--- src/rtl/core/fmp_pkg.sv ---
`timescale 1ns / 1ps
`default_nettype none

package fmp_pkg;

    // Sysex frame buffer
    localparam int SYSEX_DEPTH = 64;
    localparam int SYSEX_AW    = $clog2(SYSEX_DEPTH);
    localparam int SYSEX_CW    = $clog2(SYSEX_DEPTH + 1);

    // Result field widths
    localparam int CHAN_W  = 4;
    localparam int VALUE_W = 14;
    localparam int DATA_W  = 7;
    localparam int IDX_W   = 6;
    localparam int LEN_W   = 7;

    // Command queue between front and back
    localparam int QUEUE_DEPTH = 2;
    localparam int QUEUE_PW    = $clog2(QUEUE_DEPTH);
    localparam int QUEUE_CW    = $clog2(QUEUE_DEPTH + 1);

    // Whole-byte commands
    localparam logic [7:0] BYTE_SYSEX_START  = 8'hF0;
    localparam logic [7:0] BYTE_SYSEX_END    = 8'hF7;
    localparam logic [7:0] BYTE_VERSION      = 8'hF9;
    localparam logic [7:0] BYTE_SYSTEM_RESET = 8'hFF;
    localparam logic [7:0] BYTE_CHAN_LIMIT   = 8'hF0;

    // Channel commands, high nibble
    localparam logic [3:0] NIB_ANALOG         = 4'hE;
    localparam logic [3:0] NIB_DIGITAL        = 4'h9;
    localparam logic [3:0] NIB_REPORT_ANALOG  = 4'hC;
    localparam logic [3:0] NIB_REPORT_DIGITAL = 4'hD;

    typedef enum logic [2:0] {
        KIND_ANALOG  = 3'd0,
        KIND_DIGITAL = 3'd1,
        KIND_VERSION = 3'd2,
        KIND_RESET   = 3'd3,
        KIND_SYSEX   = 3'd4
    } kind_t;

    typedef enum logic [2:0] {
        PEND_NONE,
        PEND_ANALOG,
        PEND_DIGITAL,
        PEND_VERSION,
        PEND_REPORT
    } pending_t;

    typedef enum logic [0:0] {
        BK_IDLE,
        BK_DRAIN
    } back_state_t;

    // One classified transaction handed from front to back
    typedef struct packed {
        kind_t                 kind;
        logic [CHAN_W-1:0]     channel;
        logic [VALUE_W-1:0]    value;
        logic [SYSEX_CW-1:0]   length;
        logic                  resetting;
    } queue_entry_t;

    typedef struct packed {
        kind_t               kind;
        logic [CHAN_W-1:0]   channel;
        logic [VALUE_W-1:0]  value;
        logic [DATA_W-1:0]   payload_byte;
        logic [IDX_W-1:0]    byte_index;
        logic [LEN_W-1:0]    payload_length;
        logic                last;
        logic                resetting;
    } result_t;

    typedef struct packed {
        logic                en;
        logic [SYSEX_AW-1:0] addr;
        logic [DATA_W-1:0]   data;
    } ram_wr_t;

    typedef struct packed {
        logic                en;
        logic [SYSEX_AW-1:0] addr;
    } ram_rd_t;

endpackage

`default_nettype wire

--- src/rtl/core/fmp_if.sv ---
`timescale 1ns / 1ps
`default_nettype none

interface fmp_rx_if;
    logic       valid;
    logic       ready;
    logic [7:0] rx_byte;

    modport source (output valid, output rx_byte, input ready);
    modport sink   (input valid, input rx_byte, output ready);
endinterface

interface fmp_result_if;
    import fmp_pkg::*;

    logic               valid;
    logic               ready;
    kind_t              kind;
    logic [CHAN_W-1:0]  channel;
    logic [VALUE_W-1:0] value;
    logic [DATA_W-1:0]  payload_byte;
    logic [IDX_W-1:0]   byte_index;
    logic [LEN_W-1:0]   payload_length;
    logic               last;
    logic               resetting;

    modport source (
        output valid, output kind, output channel, output value,
        output payload_byte, output byte_index, output payload_length,
        output last, output resetting,
        input  ready
    );
    modport sink (
        input  valid, input kind, input channel, input value,
        input  payload_byte, input byte_index, input payload_length,
        input  last, input resetting,
        output ready
    );
endinterface

`default_nettype wire

--- src/rtl/core/firmata_message_parser_top.sv ---
// A byte that completes a command passes through the command queue into the output register.
// A sysex end byte passes through the queue and the registered read of the frame buffer; its run
// then gives one item per cycle as the sink takes them, paced by the registered buffer read.
// Throughput: one byte per cycle; input is held off from sysex end until the run's
// last item is loaded into the output register, and while the 2-entry queue is full.
// Reset (rst_n low, asynchronous): parser idle, results carry resetting 1; buffer not cleared.
`timescale 1ns / 1ps
`default_nettype none

module firmata_message_parser_top (
    input  wire logic    clk,
    input  wire logic    rst_n,
    fmp_rx_if.sink       rx,
    fmp_result_if.source result
);
    import fmp_pkg::*;

    logic                push_valid, push_ready;
    queue_entry_t        push_entry;
    logic                pop_valid, pop_ready;
    queue_entry_t        pop_entry;
    ram_wr_t             ram_wr;
    ram_rd_t             ram_rd;
    logic [DATA_W-1:0]   rd_data;
    logic                drain_done;

    fmp_front u_front (
        .clk        (clk),
        .rst_n      (rst_n),
        .rx         (rx),
        .q_valid    (push_valid),
        .q_ready    (push_ready),
        .q_entry    (push_entry),
        .ram_wr     (ram_wr),
        .drain_done (drain_done)
    );

    fmp_queue u_queue (
        .clk        (clk),
        .rst_n      (rst_n),
        .push_valid (push_valid),
        .push_ready (push_ready),
        .push_entry (push_entry),
        .pop_valid  (pop_valid),
        .pop_ready  (pop_ready),
        .pop_entry  (pop_entry)
    );

    fmp_ram #(
        .WIDTH (DATA_W),
        .DEPTH (SYSEX_DEPTH)
    ) u_ram (
        .clk     (clk),
        .wr_en   (ram_wr.en),
        .wr_addr (ram_wr.addr),
        .wr_data (ram_wr.data),
        .rd_en   (ram_rd.en),
        .rd_addr (ram_rd.addr),
        .rd_data (rd_data)
    );

    fmp_back u_back (
        .clk        (clk),
        .rst_n      (rst_n),
        .q_valid    (pop_valid),
        .q_ready    (pop_ready),
        .q_entry    (pop_entry),
        .ram_rd     (ram_rd),
        .rd_data    (rd_data),
        .drain_done (drain_done),
        .result     (result)
    );

endmodule

`default_nettype wire

--- src/rtl/core/fmp_ram.sv ---
`timescale 1ns / 1ps
`default_nettype none

module fmp_ram #(
    parameter int WIDTH = 8,
    parameter int DEPTH = 64
) (
    input  wire logic                     clk,
    input  wire logic                     wr_en,
    input  wire logic [$clog2(DEPTH)-1:0] wr_addr,
    input  wire logic [WIDTH-1:0]         wr_data,
    input  wire logic                     rd_en,
    input  wire logic [$clog2(DEPTH)-1:0] rd_addr,
    output      logic [WIDTH-1:0]         rd_data
);

    logic [WIDTH-1:0] mem [DEPTH];

    // Write port
    always_ff @(posedge clk)
    begin
        if (wr_en)
        begin
            mem[wr_addr] <= wr_data;
        end
    end

    // Registered read port, holds between reads
    always_ff @(posedge clk)
    begin
        if (rd_en)
        begin
            rd_data <= mem[rd_addr];
        end
    end

endmodule

`default_nettype wire

--- src/rtl/core/fmp_queue.sv ---
`timescale 1ns / 1ps
`default_nettype none

module fmp_queue (
    input  wire logic                  clk,
    input  wire logic                  rst_n,
    input  wire logic                  push_valid,
    output      logic                  push_ready,
    input  wire fmp_pkg::queue_entry_t push_entry,
    output      logic                  pop_valid,
    input  wire logic                  pop_ready,
    output      fmp_pkg::queue_entry_t pop_entry
);
    import fmp_pkg::*;

    queue_entry_t         entry_reg [QUEUE_DEPTH];
    logic [QUEUE_PW-1:0]  wr_ptr_reg, wr_ptr_next;
    logic [QUEUE_PW-1:0]  rd_ptr_reg, rd_ptr_next;
    logic [QUEUE_CW-1:0]  count_reg, count_next;
    logic                 do_push, do_pop;

    assign push_ready = (count_reg != QUEUE_CW'(QUEUE_DEPTH));
    assign pop_valid  = (count_reg != '0);
    assign pop_entry  = entry_reg[rd_ptr_reg];
    assign do_push    = push_valid && push_ready;
    assign do_pop     = pop_valid && pop_ready;

    // Advance pointers with wrap
    always_comb
    begin
        wr_ptr_next = wr_ptr_reg;
        rd_ptr_next = rd_ptr_reg;
        count_next  = count_reg;
        if (do_push)
        begin
            wr_ptr_next = (wr_ptr_reg == QUEUE_PW'(QUEUE_DEPTH - 1)) ? '0 : wr_ptr_reg + 1'b1;
        end
        if (do_pop)
        begin
            rd_ptr_next = (rd_ptr_reg == QUEUE_PW'(QUEUE_DEPTH - 1)) ? '0 : rd_ptr_reg + 1'b1;
        end
        if (do_push && !do_pop)
        begin
            count_next = count_reg + 1'b1;
        end
        else if (do_pop && !do_push)
        begin
            count_next = count_reg - 1'b1;
        end
    end

    always_ff @(posedge clk or negedge rst_n)
    begin
        if (!rst_n)
        begin
            wr_ptr_reg <= '0;
            rd_ptr_reg <= '0;
            count_reg  <= '0;
        end
        else
        begin
            wr_ptr_reg <= wr_ptr_next;
            rd_ptr_reg <= rd_ptr_next;
            count_reg  <= count_next;
        end
    end

    // Store pushed entry
    always_ff @(posedge clk)
    begin
        if (do_push)
        begin
            entry_reg[wr_ptr_reg] <= push_entry;
        end
    end

endmodule

`default_nettype wire

--- src/rtl/core/fmp_front.sv ---
`timescale 1ns / 1ps
`default_nettype none

module fmp_front (
    input  wire logic                  clk,
    input  wire logic                  rst_n,
    fmp_rx_if.sink                     rx,
    output      logic                  q_valid,
    input  wire logic                  q_ready,
    output      fmp_pkg::queue_entry_t q_entry,
    output      fmp_pkg::ram_wr_t      ram_wr,
    input  wire logic                  drain_done
);
    import fmp_pkg::*;

    logic                 in_sysex_reg, in_sysex_next;
    logic [1:0]           awaited_reg, awaited_next;
    pending_t             pending_reg, pending_next;
    logic [CHAN_W-1:0]    channel_reg, channel_next;
    logic [DATA_W-1:0]    first_reg, first_next;
    logic [SYSEX_CW-1:0]  count_reg, count_next;
    logic                 reset_pending_reg, reset_pending_next;
    logic                 busy_reg, busy_next;
    logic                 accept;
    logic [7:0]           b;
    logic [VALUE_W-1:0]   data_value;

    // Hold off input while the queue is full or a sysex run still needs the buffer
    assign rx.ready   = q_ready && !busy_reg;
    assign accept     = rx.valid && rx.ready;
    assign b          = rx.rx_byte;
    assign data_value = {b[DATA_W-1:0], first_reg};

    // Classify the accepted byte
    always_comb
    begin
        in_sysex_next      = in_sysex_reg;
        awaited_next       = awaited_reg;
        pending_next       = pending_reg;
        channel_next       = channel_reg;
        first_next         = first_reg;
        count_next         = count_reg;
        reset_pending_next = reset_pending_reg;
        busy_next          = busy_reg;
        q_valid            = 1'b0;
        q_entry            = '0;
        q_entry.resetting  = reset_pending_reg;
        ram_wr             = '0;

        if (drain_done)
        begin
            busy_next = 1'b0;
        end

        if (accept)
        begin
            if (in_sysex_reg)
            begin
                if (b == BYTE_SYSEX_END)
                begin
                    in_sysex_next  = 1'b0;
                    busy_next      = 1'b1;
                    q_valid        = 1'b1;
                    q_entry.kind   = KIND_SYSEX;
                    q_entry.length = count_reg;
                end
                else if (b[7])
                begin
                    // drop frame on a stray command byte
                    in_sysex_next = 1'b0;
                end
                else if (count_reg == SYSEX_CW'(SYSEX_DEPTH))
                begin
                    // drop frame on overflow
                    in_sysex_next = 1'b0;
                end
                else
                begin
                    ram_wr.en   = 1'b1;
                    ram_wr.addr = count_reg[SYSEX_AW-1:0];
                    ram_wr.data = b[DATA_W-1:0];
                    count_next  = count_reg + 1'b1;
                end
            end
            else if (awaited_reg != 2'd0)
            begin
                awaited_next = awaited_reg - 2'd1;
                if (awaited_reg == 2'd2)
                begin
                    first_next = b[DATA_W-1:0];
                end
                else
                begin
                    pending_next = PEND_NONE;
                    case (pending_reg)
                        PEND_ANALOG:
                        begin
                            q_valid         = 1'b1;
                            q_entry.kind    = KIND_ANALOG;
                            q_entry.channel = channel_reg;
                            q_entry.value   = data_value;
                        end
                        PEND_DIGITAL:
                        begin
                            q_valid         = 1'b1;
                            q_entry.kind    = KIND_DIGITAL;
                            q_entry.channel = channel_reg;
                            q_entry.value   = data_value;
                        end
                        PEND_VERSION:
                        begin
                            q_valid       = 1'b1;
                            q_entry.kind  = KIND_VERSION;
                            q_entry.value = data_value;
                        end
                        default: ;
                    endcase
                end
            end
            else if (b[7])
            begin
                if (b < BYTE_CHAN_LIMIT)
                begin
                    channel_next = b[3:0];
                    case (b[7:4])
                        NIB_ANALOG:
                        begin
                            awaited_next = 2'd2;
                            pending_next = PEND_ANALOG;
                        end
                        NIB_DIGITAL:
                        begin
                            awaited_next = 2'd2;
                            pending_next = PEND_DIGITAL;
                        end
                        NIB_REPORT_ANALOG, NIB_REPORT_DIGITAL:
                        begin
                            awaited_next = 2'd1;
                            pending_next = PEND_REPORT;
                        end
                        default: ;
                    endcase
                end
                else
                begin
                    case (b)
                        BYTE_VERSION:
                        begin
                            awaited_next = 2'd2;
                            pending_next = PEND_VERSION;
                        end
                        BYTE_SYSEX_START:
                        begin
                            in_sysex_next = 1'b1;
                            count_next    = '0;
                        end
                        BYTE_SYSTEM_RESET:
                        begin
                            reset_pending_next = 1'b0;
                            q_valid            = 1'b1;
                            q_entry.kind       = KIND_RESET;
                            q_entry.resetting  = 1'b0;
                        end
                        default: ;
                    endcase
                end
            end
        end
    end

    always_ff @(posedge clk or negedge rst_n)
    begin
        if (!rst_n)
        begin
            in_sysex_reg      <= 1'b0;
            awaited_reg       <= 2'd0;
            pending_reg       <= PEND_NONE;
            channel_reg       <= '0;
            count_reg         <= '0;
            reset_pending_reg <= 1'b1;
            busy_reg          <= 1'b0;
        end
        else
        begin
            in_sysex_reg      <= in_sysex_next;
            awaited_reg       <= awaited_next;
            pending_reg       <= pending_next;
            channel_reg       <= channel_next;
            count_reg         <= count_next;
            reset_pending_reg <= reset_pending_next;
            busy_reg          <= busy_next;
        end
    end

    // First data byte of a two-byte command
    always_ff @(posedge clk)
    begin
        first_reg <= first_next;
    end

endmodule

`default_nettype wire

--- src/rtl/core/fmp_back.sv ---
`timescale 1ns / 1ps
`default_nettype none

module fmp_back (
    input  wire logic                  clk,
    input  wire logic                  rst_n,
    input  wire logic                  q_valid,
    output      logic                  q_ready,
    input  wire fmp_pkg::queue_entry_t q_entry,
    output      fmp_pkg::ram_rd_t      ram_rd,
    input  wire logic [fmp_pkg::DATA_W-1:0] rd_data,
    output      logic                  drain_done,
    fmp_result_if.source               result
);
    import fmp_pkg::*;

    back_state_t          state_reg, state_next;
    logic [SYSEX_AW-1:0]  idx_reg, idx_next;
    logic [SYSEX_CW-1:0]  len_reg, len_next;
    logic                 res_reg, res_next;
    logic                 out_valid_reg;
    result_t              out_item_reg;
    logic                 slot_free;
    logic                 is_last;
    logic                 load;
    result_t              load_item;

    assign slot_free = !out_valid_reg || result.ready;
    assign is_last   = ((SYSEX_CW'(idx_reg) + SYSEX_CW'(1)) == len_reg);

    // Next state
    always_comb
    begin
        state_next = state_reg;
        case (state_reg)
            BK_IDLE:
            begin
                if (q_valid && slot_free && q_entry.kind == KIND_SYSEX && q_entry.length != '0)
                begin
                    state_next = BK_DRAIN;
                end
            end
            BK_DRAIN:
            begin
                if (slot_free && is_last)
                begin
                    state_next = BK_IDLE;
                end
            end
            default: state_next = BK_IDLE;
        endcase
    end

    // Pop, buffer reads and output loads
    always_comb
    begin
        q_ready    = 1'b0;
        load       = 1'b0;
        load_item  = '0;
        ram_rd     = '0;
        drain_done = 1'b0;
        idx_next   = idx_reg;
        len_next   = len_reg;
        res_next   = res_reg;
        case (state_reg)
            BK_IDLE:
            begin
                if (q_valid && slot_free)
                begin
                    q_ready             = 1'b1;
                    load_item.resetting = q_entry.resetting;
                    load_item.last      = 1'b1;
                    if (q_entry.kind != KIND_SYSEX)
                    begin
                        load              = 1'b1;
                        load_item.kind    = q_entry.kind;
                        load_item.channel = q_entry.channel;
                        load_item.value   = q_entry.value;
                    end
                    else if (q_entry.length == '0)
                    begin
                        // empty frame: one item, no buffer read
                        load           = 1'b1;
                        load_item.kind = KIND_SYSEX;
                        drain_done     = 1'b1;
                    end
                    else
                    begin
                        ram_rd.en   = 1'b1;
                        ram_rd.addr = '0;
                        idx_next    = '0;
                        len_next    = q_entry.length;
                        res_next    = q_entry.resetting;
                    end
                end
            end
            BK_DRAIN:
            begin
                if (slot_free)
                begin
                    load                     = 1'b1;
                    load_item.kind           = KIND_SYSEX;
                    load_item.payload_byte   = rd_data;
                    load_item.byte_index     = IDX_W'(idx_reg);
                    load_item.payload_length = LEN_W'(len_reg);
                    load_item.last           = is_last;
                    load_item.resetting      = res_reg;
                    if (is_last)
                    begin
                        drain_done = 1'b1;
                    end
                    else
                    begin
                        ram_rd.en   = 1'b1;
                        ram_rd.addr = idx_reg + 1'b1;
                        idx_next    = idx_reg + 1'b1;
                    end
                end
            end
            default: ;
        endcase
    end

    always_ff @(posedge clk or negedge rst_n)
    begin
        if (!rst_n)
        begin
            state_reg     <= BK_IDLE;
            out_valid_reg <= 1'b0;
        end
        else
        begin
            state_reg <= state_next;
            if (load)
            begin
                out_valid_reg <= 1'b1;
            end
            else if (result.ready)
            begin
                out_valid_reg <= 1'b0;
            end
        end
    end

    // Run position and output payload
    always_ff @(posedge clk)
    begin
        idx_reg <= idx_next;
        len_reg <= len_next;
        res_reg <= res_next;
        if (load)
        begin
            out_item_reg <= load_item;
        end
    end

    assign result.valid          = out_valid_reg;
    assign result.kind           = out_item_reg.kind;
    assign result.channel        = out_item_reg.channel;
    assign result.value          = out_item_reg.value;
    assign result.payload_byte   = out_item_reg.payload_byte;
    assign result.byte_index     = out_item_reg.byte_index;
    assign result.payload_length = out_item_reg.payload_length;
    assign result.last           = out_item_reg.last;
    assign result.resetting      = out_item_reg.resetting;

endmodule

`default_nettype wire

--- src/flat_wrapper.sv ---
// flat-port wrapper written by rule: the top's interface ports become plain ports
module firmata_message_parser_top_flat import fmp_pkg::*;
  (clk, rst_n, rx_valid, rx_rx_byte, rx_ready, result_valid, result_kind, result_channel, result_value, result_payload_byte, result_byte_index, result_payload_length, result_last, result_resetting, result_ready);
  fmp_rx_if rx_i ();
  fmp_result_if result_i ();
  input  wire logic clk;
  input  wire logic rst_n;
  input wire logic [$bits(rx_i.valid)-1:0] rx_valid;
  input wire logic [$bits(rx_i.rx_byte)-1:0] rx_rx_byte;
  output wire logic [$bits(rx_i.ready)-1:0] rx_ready;
  output wire logic [$bits(result_i.valid)-1:0] result_valid;
  output wire logic [$bits(result_i.kind)-1:0] result_kind;
  output wire logic [$bits(result_i.channel)-1:0] result_channel;
  output wire logic [$bits(result_i.value)-1:0] result_value;
  output wire logic [$bits(result_i.payload_byte)-1:0] result_payload_byte;
  output wire logic [$bits(result_i.byte_index)-1:0] result_byte_index;
  output wire logic [$bits(result_i.payload_length)-1:0] result_payload_length;
  output wire logic [$bits(result_i.last)-1:0] result_last;
  output wire logic [$bits(result_i.resetting)-1:0] result_resetting;
  input wire logic [$bits(result_i.ready)-1:0] result_ready;
  assign rx_i.valid = rx_valid;
  assign rx_i.rx_byte = rx_rx_byte;
  assign rx_ready = rx_i.ready;
  assign result_valid = result_i.valid;
  assign result_kind = result_i.kind;
  assign result_channel = result_i.channel;
  assign result_value = result_i.value;
  assign result_payload_byte = result_i.payload_byte;
  assign result_byte_index = result_i.byte_index;
  assign result_payload_length = result_i.payload_length;
  assign result_last = result_i.last;
  assign result_resetting = result_i.resetting;
  assign result_i.ready = result_ready;
  firmata_message_parser_top u_core (.clk(clk), .rst_n(rst_n), .rx(rx_i), .result(result_i));
endmodule
--- config.mk ---
export PLATFORM = sky130hd
export DESIGN_NAME = firmata_message_parser_top_flat
export DESIGN_NICKNAME = d
export VERILOG_FILES = /design/src/rtl/core/fmp_pkg.sv /design/src/rtl/core/fmp_if.sv /design/src/rtl/core/firmata_message_parser_top.sv /design/src/rtl/core/fmp_ram.sv /design/src/rtl/core/fmp_queue.sv /design/src/rtl/core/fmp_front.sv /design/src/rtl/core/fmp_back.sv /design/src/flat_wrapper.sv
export SDC_FILE = /design/constraint.sdc
export NUM_CORES = 1
export LEC_CHECK = 0
export BUFFER_PORTS_ARGS = -buffer_cell sky130_fd_sc_hd__buf_2
export CORE_MARGIN = 2
export CORE_UTILIZATION = 56
export DETAILED_ROUTE_END_ITERATION = 6
export PLACE_DENSITY = 0.81
export RECOVER_POWER = 50
export SYNTH_ARGS = -nofsm -noshare
export SYNTH_HDL_FRONTEND = slang
export SYNTH_SLANG_ARGS = --single-unit
--- constraint.sdc ---
create_clock -name clk -period 4.3 [get_ports clk]
set_clock_uncertainty 0.05 [all_clocks]
set_input_delay 0.645 -clock clk [delete_from_list [all_inputs] [get_ports clk]]
set_output_delay 0.645 -clock clk [all_outputs]
set_load 0.01 [all_outputs]
Word level (Yosys, flattened, before mapping)
Memory sizes are Yosys's and may differ from the RTL's. A register that Yosys moved wholly into a read port is not among the register bits.
Index checks and enable logic that the tools add are counted.
{ "classes": {"add_sub_neg": 8, "n_lt_le_gt_ge": 1, "eq_ne": 30, "mux": 111, "n_bitwise": 6, "n_reduce_logical": 38} }
{ "op_table": {"columns": ["cell", "n"], "rows": [
  ["$mux W7", 15],
  ["$mux W14", 6],
  ["$mux W18", 3],
  ["$mux W1", 46],
  ["$mux W3", 11],
  ["$eq A8 B8 Y1 const B", 4],
  ["$mux W6", 5],
  ["$mux W29", 1],
  ["$mux W2", 11],
  ["$ne A2 B2 Y1 const B", 11],
  ["$mux W21", 1],
  ["$mux W20", 1],
  ["$eq A4 B4 Y1 const B", 4],
  ["$reduce_and A5 Y1", 3],
  ["$pmux W7 S2", 1],
  ["$reduce_bool A2 Y1", 7],
  ["$pmux W2 S2", 3],
  ["$pmux W6 S2", 1],
  ["$logic_and A1 B1 Y1", 10],
  ["$pmux W3 S3", 1],
  ["$lt A8 B8 Y1 const B", 1],
  ["$reduce_and A4 Y1", 2],
  ["$reduce_and A8 Y1", 1],
  ["$add A6 B1 Y7 const B", 1],
  ["28 further kinds", 44]
]} }
{ "word_totals": {"reg_bits": 89, "ram_bits": 506, "in_bits": 12, "out_inout_bits": 45, "word_cells": 220, "mem_count": 2} }
{ "mem_list": {"columns": ["memory", "words", "width", "read_ports", "rd_ports_with_merged_regs", "write_ports", "line", "rtl"], "rows": [
  ["u_core.u_ram.mem", 64, 7, 1, 1, 1, "fmp_ram.sv:17", "logic [WIDTH-1:0] mem [DEPTH];"],
  ["u_core.u_queue.entry_reg", 2, 29, 1, 0, 1, "fmp_queue.sv:16", "queue_entry_t entry_reg [QUEUE_DEPTH];"]
]} }

Depth between registers and ports, before layout
{ "logic_depth": {"depth_word": 12, "ltp_mapped": 12, "depth_no_buf": 11} }

Cells and area by module
From an unflattened synthesis, not the netlist that was laid out.
{ "hier_totals": {"cells_unflattened": 1288, "area_unflattened_um2": 24146.9} }
{ "modules_own_cells": {"columns": ["mod", "instances", "cells_per_inst", "area_each_um2", "seq_area_each_um2"], "rows": [
  ["fmp_ram", 1, 837, 17743.3, 13663.1],
  ["fmp_back", 1, 170, 2478.6, 1761.7],
  ["fmp_queue", 1, 108, 2313.5, 1841.8],
  ["fmp_front", 1, 173, 1611.5, 686.9]
]} }

Least setup slack after synthesis
No wires, ideal clock.
{ "synth_path": {"kind": "input-to-reg", "start": "input rx_rx_byte[7]", "end": "memory u_core.u_queue.entry_reg[0][0] in the netlist's numbering, enable pin", "setup_time_ns": 0.418, "arrival_time_ns": 3.321, "t_required_ns": 3.832, "setup_slack_ns": 0.511, "stages": 6, "path_buffers": 1, "path_cell_list": "clkbuf_1 -> nand4_1 -> or3_1 -> nor2_1 -> or2_0 -> nor2b_1"} }
{ "synth_via": {"elab_chain_len": 10, "word_cells_on_any_way": 13, "classes_between": "order compare (1); eq/ne (2); mux (9); reduce/logical (1)"} }
{ "synth_lines": {"columns": ["element", "line", "rtl"], "rows": [
  ["from (decl)", "flat_wrapper.sv:9", "input wire logic [$bits(rx_i.rx_byte)-1:0] rx_rx_byte;"],
  ["branches (longest 5 deep; another with $lt A8 B8 Y1)", null, null],
  ["$mux W1 *", "fmp_front.sv:57", "if (in_sysex_reg)"],
  ["$mux W1 *", "fmp_front.sv:55", "if (accept)"],
  ["$logic_and A1 B1 Y1 *", "fmp_queue.sv:25", "assign do_push = push_valid && push_ready;"],
  ["named net u_core.u_queue.do_push", "fmp_queue.sv:20", "logic do_push, do_pop;"],
  ["$mux W1 *", "fmp_queue.sv:71", "if (do_push)"],
  ["$mux W1 (implied by the code) *", "fmp_queue.sv:73", "entry_reg[wr_ptr_reg] <= push_entry;"],
  ["to (decl)", "fmp_queue.sv:16", null]
]} }
Mark *: on every way through the listed nets, which the timed path passes.

==> results.toml <==
[status]
outcome = "finished, violations left"
violations = "max-capacitance violations, max-slew violations"

[worst_setup_path]
criticalPathCategory = "flip-flop to flip-flop"
cp.depth = 6
arrival_ns = 4.25
path_cells = "nand2b_1, nand4b_1, nor2_1, o31a_1, and2_0, buf_12"
crit_buf_inv = 1
cp_slowest_stage_delay_ns = 1.37
cp.required_ns = 4.66
r2r_slack_ns = 0.40
crit_family = "simple AND/OR/NAND/NOR gates"
r2r_cells = 6
crit_fanout = 42
endpoint_kind = "flip-flop"
cp-start-kind = "flip-flop"
reg2reg_from = "u_core.u_queue.count_reg[0]$_DFFE_PN0P_"
cp_slowest_cell = "and2_0"
r2r-end = "u_core.u_ram.mem[22][5]$_DFFE_PP_"

[grt]
grt_pass1_wl_um = 85600
grt_max_degree = 118
grt_usage = 0.255
grt_pass1_vias = 14200
grt_overflow = 0
antenna_found_initial = 1

[synthesis]
synth_flop_cell = "edfxtp_1"
yosysUniqueCellTypes = 74
synth_nets = 1582
synthArstFlopShare = 0.0415
yosysWarnings = 0
ys_seq_area_frac = 0.731
synth_top_area_frac = 0.706
synth_common_cells = "edfxtp_1, nor2_1, o21ai_0, mux2i_1, nand2_1"
yosys.area.top_type = "edfxtp_1"
syn_area_per_cell_um2 = 15.7
netlist_instances = 1566
synth_edf_count = 577
synth_area_leaders = "edfxtp_1, mux4_2, mux2i_1, dfrtp_1, nor2_1"
yosysMostFrequentCell = "edfxtp_1"
ys_ff_latch = 602
synth_area_mm2 = 0.0246

[hold_path]
hold_path_depth = 4
hold_start = "rx_valid"
min-delay-path-class = "primary input to flip-flop"
min_to = "u_core.u_front.in_sysex_reg$_DFFE_PN0P_"

[run]
cap_violations = 2

[floorplan]
dieWidth_um = 213
rows = 76
fp.dieH_um = 213
io_pins = 57
dieArea_mm2 = 0.0455
initial_core_util = 0.569
coreArea_mm2 = 0.0432

[timing]
final.period_utilization = 0.906
tns_ns = 0
hold_viol_final = 0
slew_headroom = -0.166
rsz0062_at_grt = "false"
worst_slew_pin_slew_ns = 1.75
slew_violations = 50
finalSetupViolCount = 0
clock.fmax_mhz = 257
finalCriticalPeriod_ns = 3.90

[route]
wl_met1_um = 21400
highest_layer = "met4"
viasPerCell = 6.39
dr_wl_met2_um = 27100
ant_nets = 0
vias = 14500
drt_iter0_drc = 2123
drtPass1Iterations = 6
detail_route.wl_per_cell_um = 25.4
route.detailed.drc = 0
wl_um = 57400
wl_met3_um = 6090

[clocking]
clk_pin_slew_ns = 0.06
cts-buffers-inserted = 55
cts_max_level = 2
hold_buffers = 0
cts_tree = "done"
postCtsSetupBuffers = 0
clk_latency_ns = 0.59
clkSinkCount = 602
post_cts_resized = 0
clk_root_buffer_cell = "clkbuf_16"
clockBufferDepth = 3

[final_layout]
antennaDiodeCount = 0
largest_reg_flops = 448
drive_gt1_frac = 0.123
nets = 1649
finalInstanceArea_mm2 = 0.0271
area_delta_synth_final_pct = 10.5

[placement]
routabilityCongestion = 0.964
io_buffers = 56
postPlaceCellArea_mm2 = 0.0256
hpwl_um = 35700

[power]
ir_worst_vdd_mv = 0.869
power_density_mw_per_mm2 = 651
power.leakage_nw = 7.85
[cells in the final DEF (no fill, tap or decap), types with 9 or more instances in the layout]
master | Yosys | routed
mux2_2 | 30 | 23
nor3_1 | 22 | 22
nand3_1 | 32 | 32
and2_0 | 0 | 44
o22ai_1 | 17 | 17
clkbuf_16 | 0 | 55
nor2_1 | 142 | 142
and2_1 | 57 | 10
clkbuf_1 | 55 | 79
buf_4 | 4 | 28
dfrtp_1 | 24 | 24
a21oi_1 | 51 | 51
o21ai_0 | 106 | 107
clkinv_2 | 0 | 16
edfxtp_1 | 577 | 577
a32oi_1 | 16 | 16
inv_1 | 10 | 10
mux2i_1 | 78 | 78
o31ai_1 | 9 | 9
xnor2_1 | 11 | 11
a31oi_1 | 25 | 25
mux4_2 | 41 | 41
o211ai_1 | 13 | 13
nand2_1 | 70 | 69
[kinds of logic after synthesis]
kind of cell | Yosys count | share of synthesized area
AOI/OAI and AO/OA | 314 | 0.0841
xor gates and xnor gates | 20 | 0.00882
adders and majority gates | 4 | 0.00204
buffers and inverters | 102 | 0.0183
DFF | 602 | 0.731
muxes | 149 | 0.0832
and+or+nand+nor | 375 | 0.0723
[layout make-up]
type | count | area, um2
Sequential cell | 602 | 18000
Multi-Input combinational cell | 862 | 6170
Timing Repair Buffer | 102 | 546
Tap cell | 585 | 732
Clock inverter | 31 | 256
Clock buffer | 70 | 1430
Inverter | 10 | 37.5
Fill cell | 2994 | 16000
[metrics by stage]
step	instances	util	power [mW]	worst slack [ns]	hold WS, ns
2_1_floorplan	1566	-	11.3	0.511	0.299
3_3_place_gp	2161	0.592	12.9	0.885	0.431
3_5_place_dp	2161	0.592	13.0	0.756	0.442
4_1_cts	2262	0.631	17.7	0.662	0.0205
5_1_grt	2262	0.628	18.3	0.231	0.347
6_report	2262	0.628	17.7	0.404	0.332
[how the worst max path moves through the flow]
stage	from	endpoint
floorplan	rx_rx_byte[7]	u_core.u_queue.entry_reg[0][0]$_DFFE_PP_
finish	u_core.u_queue.count_reg[0]$_DFFE_PN0P_	u_core.u_ram.mem[22][5]$_DFFE_PP_
CTS	u_core.u_back.idx_reg[0]$_SDFFCE_PN0P_	u_core.u_ram.rd_data[4]$_DFFE_PP_
global placement	u_core.u_back.idx_reg[0]$_SDFFCE_PN0P_	u_core.u_ram.rd_data[4]$_DFFE_PP_
detailed placement	u_core.u_back.idx_reg[0]$_SDFFCE_PN0P_	u_core.u_ram.rd_data[4]$_DFFE_PP_
global route	u_core.u_queue.count_reg[0]$_DFFE_PN0P_	u_core.u_ram.mem[22][5]$_DFFE_PP_
[power by group]
part	internal (mW)	switching, mW	total [mW]
registers	7.00	0.255	7.25
clock network	2.60	2.05	4.65
logic	1.90	3.86	5.77
total	11.5	6.17	17.7
[layer usage]
metal / track usage / vias to the layer above
li1: - / 6256
met1: 0.338 / 7177
met2: 0.404 / 857
met3: 0.0634 / 170
met4: 0.110 / 0
met5: 0 / -
[worst min-delay path, stage by stage]
cell	delay (ns)
buf_2	0.11
nand2_1	0.07
nand2_1	0.07
nand2_1	0.05
Power figures use the tool's default switching activity.
